$ cat src/rtl/core/bis_pkg.sv
// types and codes shared by the batch integer sorter
// no dependencies
`timescale 1ns / 1ps

package bis_pkg;

   localparam int unsigned VALUE_W = 32;

   typedef struct packed {
      logic signed [VALUE_W-1:0] value;
      logic                      last;
   } bis_req_type;

   typedef struct packed {
      logic signed [VALUE_W-1:0] sorted_value;
      logic                      final_res;
      logic                      overflow;
   } bis_rsp_type;

   typedef struct packed {
      logic                      vld;
      logic signed [VALUE_W-1:0] value;
   } bis_slot_type;

   typedef enum logic [1:0] {
      CMD_HOLD,
      CMD_INSERT,
      CMD_SHIFT
   } bis_cmd_type;

   typedef enum logic {
      ST_LOAD,
      ST_EMIT
   } bis_state_type;

endpackage

$ cat src/rtl/core/bis_cell.sv
// one cell of the insertion chain: holds one element, inserts or shifts
// depends on bis_pkg
`timescale 1ns / 1ps

module bis_cell (
   input  logic                                   clock,
   input  logic                                   reset,
   input  bis_pkg::bis_cmd_type                   cmd,
   input  logic signed [bis_pkg::VALUE_W-1:0]     new_value,
   input  bis_pkg::bis_slot_type                  left_slot,
   input  logic                                   left_gt,
   input  bis_pkg::bis_slot_type                  right_slot,
   output bis_pkg::bis_slot_type                  slot,
   output logic                                   gt
);

   logic                                  vld_ff, vld_in;
   logic signed [bis_pkg::VALUE_W-1:0]    value_ff, value_in;

   // empty cells count as larger than anything
   assign gt = !vld_ff || (new_value < value_ff);

   always_comb begin
      vld_in   = vld_ff;
      value_in = value_ff;
      case (cmd)
         bis_pkg::CMD_INSERT: begin
            if (gt) begin
               if (left_gt) begin
                  vld_in   = left_slot.vld;
                  value_in = left_slot.value;
               end else begin
                  vld_in   = 1'b1;
                  value_in = new_value;
               end
            end
         end
         bis_pkg::CMD_SHIFT: begin
            vld_in   = right_slot.vld;
            value_in = right_slot.value;
         end
         default: begin
            vld_in   = vld_ff;
            value_in = value_ff;
         end
      endcase
   end

   always_ff @(posedge clock) begin
      if (reset) begin
         vld_ff <= 1'b0;
      end else begin
         vld_ff <= vld_in;
      end
   end

   always_ff @(posedge clock) begin
      value_ff <= value_in;
   end

   assign slot.vld   = vld_ff;
   assign slot.value = value_ff;

endmodule

$ cat config.mk
export PLATFORM = sky130hd
export DESIGN_NAME = bis_cell
export DESIGN_NICKNAME = d
export VERILOG_FILES = /design/src/rtl/core/bis_pkg.sv /design/src/rtl/core/bis_cell.sv
export SDC_FILE = /design/constraint.sdc
export NUM_CORES = 1
export LEC_CHECK = 0
export BUFFER_PORTS_ARGS = -buffer_cell sky130_fd_sc_hd__buf_2
export CORE_MARGIN = 2
export CORE_UTILIZATION = 49
export CTS_CLUSTER_DIAMETER = 30
export DETAILED_ROUTE_END_ITERATION = 10
export GPL_TIMING_DRIVEN = 0
export PLACE_DENSITY_LB_ADDON = 0.25
export RECOVER_POWER = 25
export SKIP_LAST_GASP = 1
export SLEW_MARGIN = 20
export SYNTH_ARGS = -nofsm -noshare
export SYNTH_HDL_FRONTEND = slang
export SYNTH_SLANG_ARGS = --single-unit
$ cat constraint.sdc
create_clock -name clock -period 14 [get_ports clock]
set_clock_uncertainty 0.05 [all_clocks]
set_input_delay 1.4 -clock clock [delete_from_list [all_inputs] [get_ports clock]]
set_output_delay 1.4 -clock clock [all_outputs]
set_load 0.005 [all_outputs]
### After elaboration in Yosys (flattened, before gate mapping)

Index checks and enable logic that the tools add are counted.

| storage, ports and cells | value |
|---|---|
| latch bits | 0 |
| word-level logic and storage cells | 16 |
| ROM bits | 0 |
| RAM bits | 0 |
| input bits | 103 |
| register bits after elaboration | 33 |
| memories | 0 |

| operators by class | value |
|---|---|
| divide/modulo/power cells | 0 |
| reduce and logical (&&, ||, !) cells | 4 |
| add/sub/neg operators | 0 |
| multiply operators | 0 |
| shift-type cells | 0 |
| bitwise operators | 0 |
| $lt $le $gt $ge | 1 |
| muxes and demuxes | 6 |
| equality and inequality tests | 3 |

Operator list:

| operator | count |
|---|---|
| $mux 32 | 2 |
| $pmux 32 s2 | 1 |
| $lt 32x32->1 | 1 |
| $eq 2x1->1 const B | 1 |
| $eq 2x2->1 const B | 1 |
| $mux 1 | 2 |
| $ne 2x2->1 const B | 1 |
| $pmux 1 s2 | 1 |
| $reduce_and 2->1 | 1 |
| $reduce_bool 2->1 | 1 |
| $logic_not 1->1 | 1 |
| $logic_or 1x1->1 | 1 |

### Depth between registers and ports, before layout

| logic depth | value |
|---|---|
| depth in word-level cells | 4 |
| mapped depth | 8 |
| gate-level depth less buffers | 8 |

### Least setup slack after synthesis

OpenSTA, ideal clock, no wires.

| timing | value |
|---|---|
| kind | input -> register |
| start point | input new_value[31] (netlist bit) |
| end point | register value_ff[0] (netlist bit) (enable) |
| data required time | 13489 ps |
| setup slack | 8544 ps |
| stages | 6 |
| arrival | 4945 ps |
| cell sequence | ha_1 -> nand4_1 -> or4_1 -> a31oi_1 -> nor3_1 -> nor3_1 |

| on the way | value |
|---|---|
| longest elaborated chain between the ends | 4 |

RTL lines:

| item | RTL line | RTL |
|---|---|---|
| start, declared | bis_cell.sv:9 | `input logic signed [bis_pkg::VALUE_W-1:0] new_value,` |
| $lt 32x32->1 | bis_cell.sv:21 | `assign gt = !vld_ff \|\| (new_value < value_ff);` |
| $logic_or 1x1->1 | bis_cell.sv:21 |  |
| $ne 2x2->1 (no line) | n/a |  |
| $reduce_and 2->1 (no line) | n/a |  |
| end signal, assigned | bis_cell.sv:58 | `value_ff <= value_in;` |
| end, declared | bis_cell.sv:18 | `logic signed [bis_pkg::VALUE_W-1:0] value_ff, value_in;` |

No other way between the ends.
A chain may end at the register's enable or synchronous reset.

### Final worst setup path

| timing | value |
|---|---|
| start point | input new_value[31] (netlist bit) |
| end point | output gt |

| on the way | value |
|---|---|
| longest elaborated chain between the ends | 2 |

RTL lines:

| item | RTL line | RTL |
|---|---|---|
| $lt 32x32->1 | bis_cell.sv:21 |  |
| $logic_or 1x1->1 | bis_cell.sv:21 |  |
| end, declared | bis_cell.sv:14 | `output logic gt` |

No other way between the ends.

==> key figures <==
Power and ir drop
  – Sequential share of power: 45.2%
  – Sw Share: 30.1%
  – VDD IR max: 0.0537 mV
  – Lkg Pwr: 0.00169 uW
  – Power Internal: 198 uW
  – Logic pwr share: 30.0%
  – Clock share of power: 24.8%
  – Pwr/cell area: 83.9 nW/um^2
  – Total power: 284 uW
  – Switching power total: 85.4 uW

Finish
  – Antenna Diode Count: 0
  – # nets final: 553
  – Layout overhead on the synthesized area: 33.9%
  – Area of the multi-input gates: 1380 um^2
  – Register area: 981 um^2
  – Fill cell count: 421
  – Share of layout cells above drive strength 1: 30.2%

Global route
  – GR Layer Usage met2: 39.2%
  – Grt met3 use: 5.42%
  – GR Util All Layers: 23.2%
  – GRT busiest layer: met2
  – Grt met1 use: 28.2%
  – Largest net degree at the start of global routing: 11
  – Total gr overflow: 0
  – Global-route wire length before repair: 10.1 mm
  – Initial antenna violation count: 0
  – Vias in the first global route: 2351

Logic synthesis
  – Synthesized instance count: 273
  – Area share of the largest cell type after synthesis: 38.1%
  – Count leader, synth: nand2_1
  – Count of state elements after synthesis: 33
  – Yosys top cell by area: edfxtp_1
  – Mean post-synth cell area: 9.25 um^2
  – Asr flop ratio synth: 0%
  – Most frequent cells after synthesis: nand2_1, o21ai_0, inv_1
  – Mapped Nets: 407
  – Top_reg_cell synth: edfxtp_1
  – EDFF count, synth: 32
  – Yosys warnings: 0
  – Yosys cell types: 28
  – Mapped Area: 2520 um^2
  – Top cells by area, synth: edfxtp_1, ha_1, mux2i_1, o21ai_0, nand2_1
  – Post-synthesis sequential area ratio: 38.9%

Flow run
  – Max cap viols: 0

Detailed routing
  – Pre-Repair DR Iteration Count: 5
  – Post-route ant nets: 0
  – DRC Markers: 0
  – Total Routed Length: 6.62 mm
  – Vias: 2487
  – Initial DRC count: 102
  – WL/cell: 13.5 um
  – Vias per cell: 5.08

Setup path
  – Origin of the critical flop-to-flop path: value_ff[31]
  – R2R Path End: value_ff[12]
  – Crit path DAT: 3.39 ns
  – WS Path Type: in -> out
  – Reg2reg path depth: 10
  – Critical Path Fanout Max: 6
  – Crit. End Element: output port
  – Crit path from: new_value[31]
  – CP required: 12.55 ns
  – FF-to-FF setup slack: 10.76 ns
  – Startpoint types: input pin

Min path
  – HP Start: vld_ff
  – Worst Hold End: vld_ff
  – Worst Hold Depth: 4
  – Min-Delay Path Class: reg -> reg

STA
  – Final Hold Fails: 0
  – Fin crit share: 34.6%
  – Slew margin rel.: 49.2%
  – Max Fclk: 207 MHz
  – Unrepaired setup endpoints after global routing: no
  – Final setup TNS: 0 ns
  – Count of final setup violators: 0
  – Min Hold Slack: 0.610 ns
  – Min cycle time layout: 4.84 ns
  – Worst slew pin tran: 0.762 ns
  – Slew Viols, Final: 0

Placement
  – GPL Wtd Cong: 0.938
  – PortBufs: 135
  – HPWL after detailed placement: 5.35 mm

Floorplan
  – Die Ht: 75.8 um
  – Area of the die: 5740 um^2
  – DIE WIDTH: 75.8 um
  – # rows: 26
  – Core Box Area: 5040 um^2
  – # IOs: 137
  – Initial core utilization: 50.1%

Clocking
  – Htree depth: 2
  – CTS buffer count: 5
  – Clk sinks: 33
  – Clock buffer depth: 2
  – CTS resizes: 0
  – Setup Buffers After CTS: 0
  – CTS clk-pin slew, worst paths: 0.07 ns
  – Hold Buf Count CTS: 0
  – CTS root buf: clkbuf_8
  – Skew-Pair Late Insertion Delay: 0.28 ns
  – CTS tree: built

Outcome
  – Status: finished, final reports clean
[worst max-delay path by stage]
stage | end | slack (ns)
floorplan | value_ff[0] | 8.54
global placement | value_ff[16] | 7.07
detailed placement | gt | 9.17
CTS | gt | 9.16
global route | gt | 8.97
finish | gt | 9.16
[routing by layer]
| layer | wire length (um) | vias to the layer above |
|---|---|---|
| met5 | 0 | - |
| met4 | 137 | 0 |
| met3 | 465 | 13 |
| met2 | 3180 | 93 |
| met1 | 2840 | 1115 |
| li1 | - | 1266 |
[power groups by stage]
stage	Combinational (uW)	Clock, uW	Sequential (uW)
after global routing	97.6	75.3	130
after floorplan	44.8	0	132
after CTS	87.4	70.5	128
after detailed placement	86.8	0	130
final	85.3	70.3	128
after global placement	82.0	0	131
[critical path, cell delays in order]
cell     delay (ns)
buf_2          0.11
ha_1           0.36
nand4_1        0.19
or4_1          0.52
a31oi_1        0.43
o21a_1         0.17
o21ai_0        0.07
buf_2          0.13
[stage by stage]
step	instance area [um^2]	utilization (%)	worst slack, ns	instances
3_5_place_dp	3330	66.0	9.17	482
4_1_cts	3410	67.6	9.16	490
5_1_grt	3380	67.1	8.97	490
3_3_place_gp	3290	65.2	7.07	478
2_1_floorplan	2520	-	8.54	273
6_report	3380	67.1	9.16	490
[flip-flops by register name (all words and copies together), names as in the netlist]
register  count
value_ff     32
vld_ff        1
[area by class of cell]
type	count	area share, %
clock buffer	8	2.37
timing repair buffer	139	20.2
buffer	12	1.44
sequential	33	29.0
tap	70	2.59
multi-input combinational	195	40.7
inverter	33	3.66
[kinds of logic after synthesis]
family | share of synthesized area [%]
buffers and inverters | 6.84
and+or+nand+nor | 13.3
AOI/OAI and AO/OA | 13.0
adders and majority gates | 15.4
DFF | 38.9
muxes | 12.7
[placed cells by master (no fill, tap or decap), types with 2 or more instances in the layout]
cell type,synthesis,routed
a21o_1,2,2
inv_1,33,33
buf_4,1,4
o21a_1,2,2
a21oi_1,12,12
buf_1,3,3
ha_1,31,31
or4_1,2,2
o21ai_0,39,39
clkbuf_1,8,31
nor2_1,3,3
nand3b_1,2,2
mux2i_1,32,32
nor3_1,9,8
clkbuf_8,0,5
buf_2,0,115
nand4_1,6,6
nand2_1,42,42
edfxtp_1,32,32
nand3_1,3,3
nor2b_1,2,2
No activity file was read; power rests on OpenSTA's default activity.
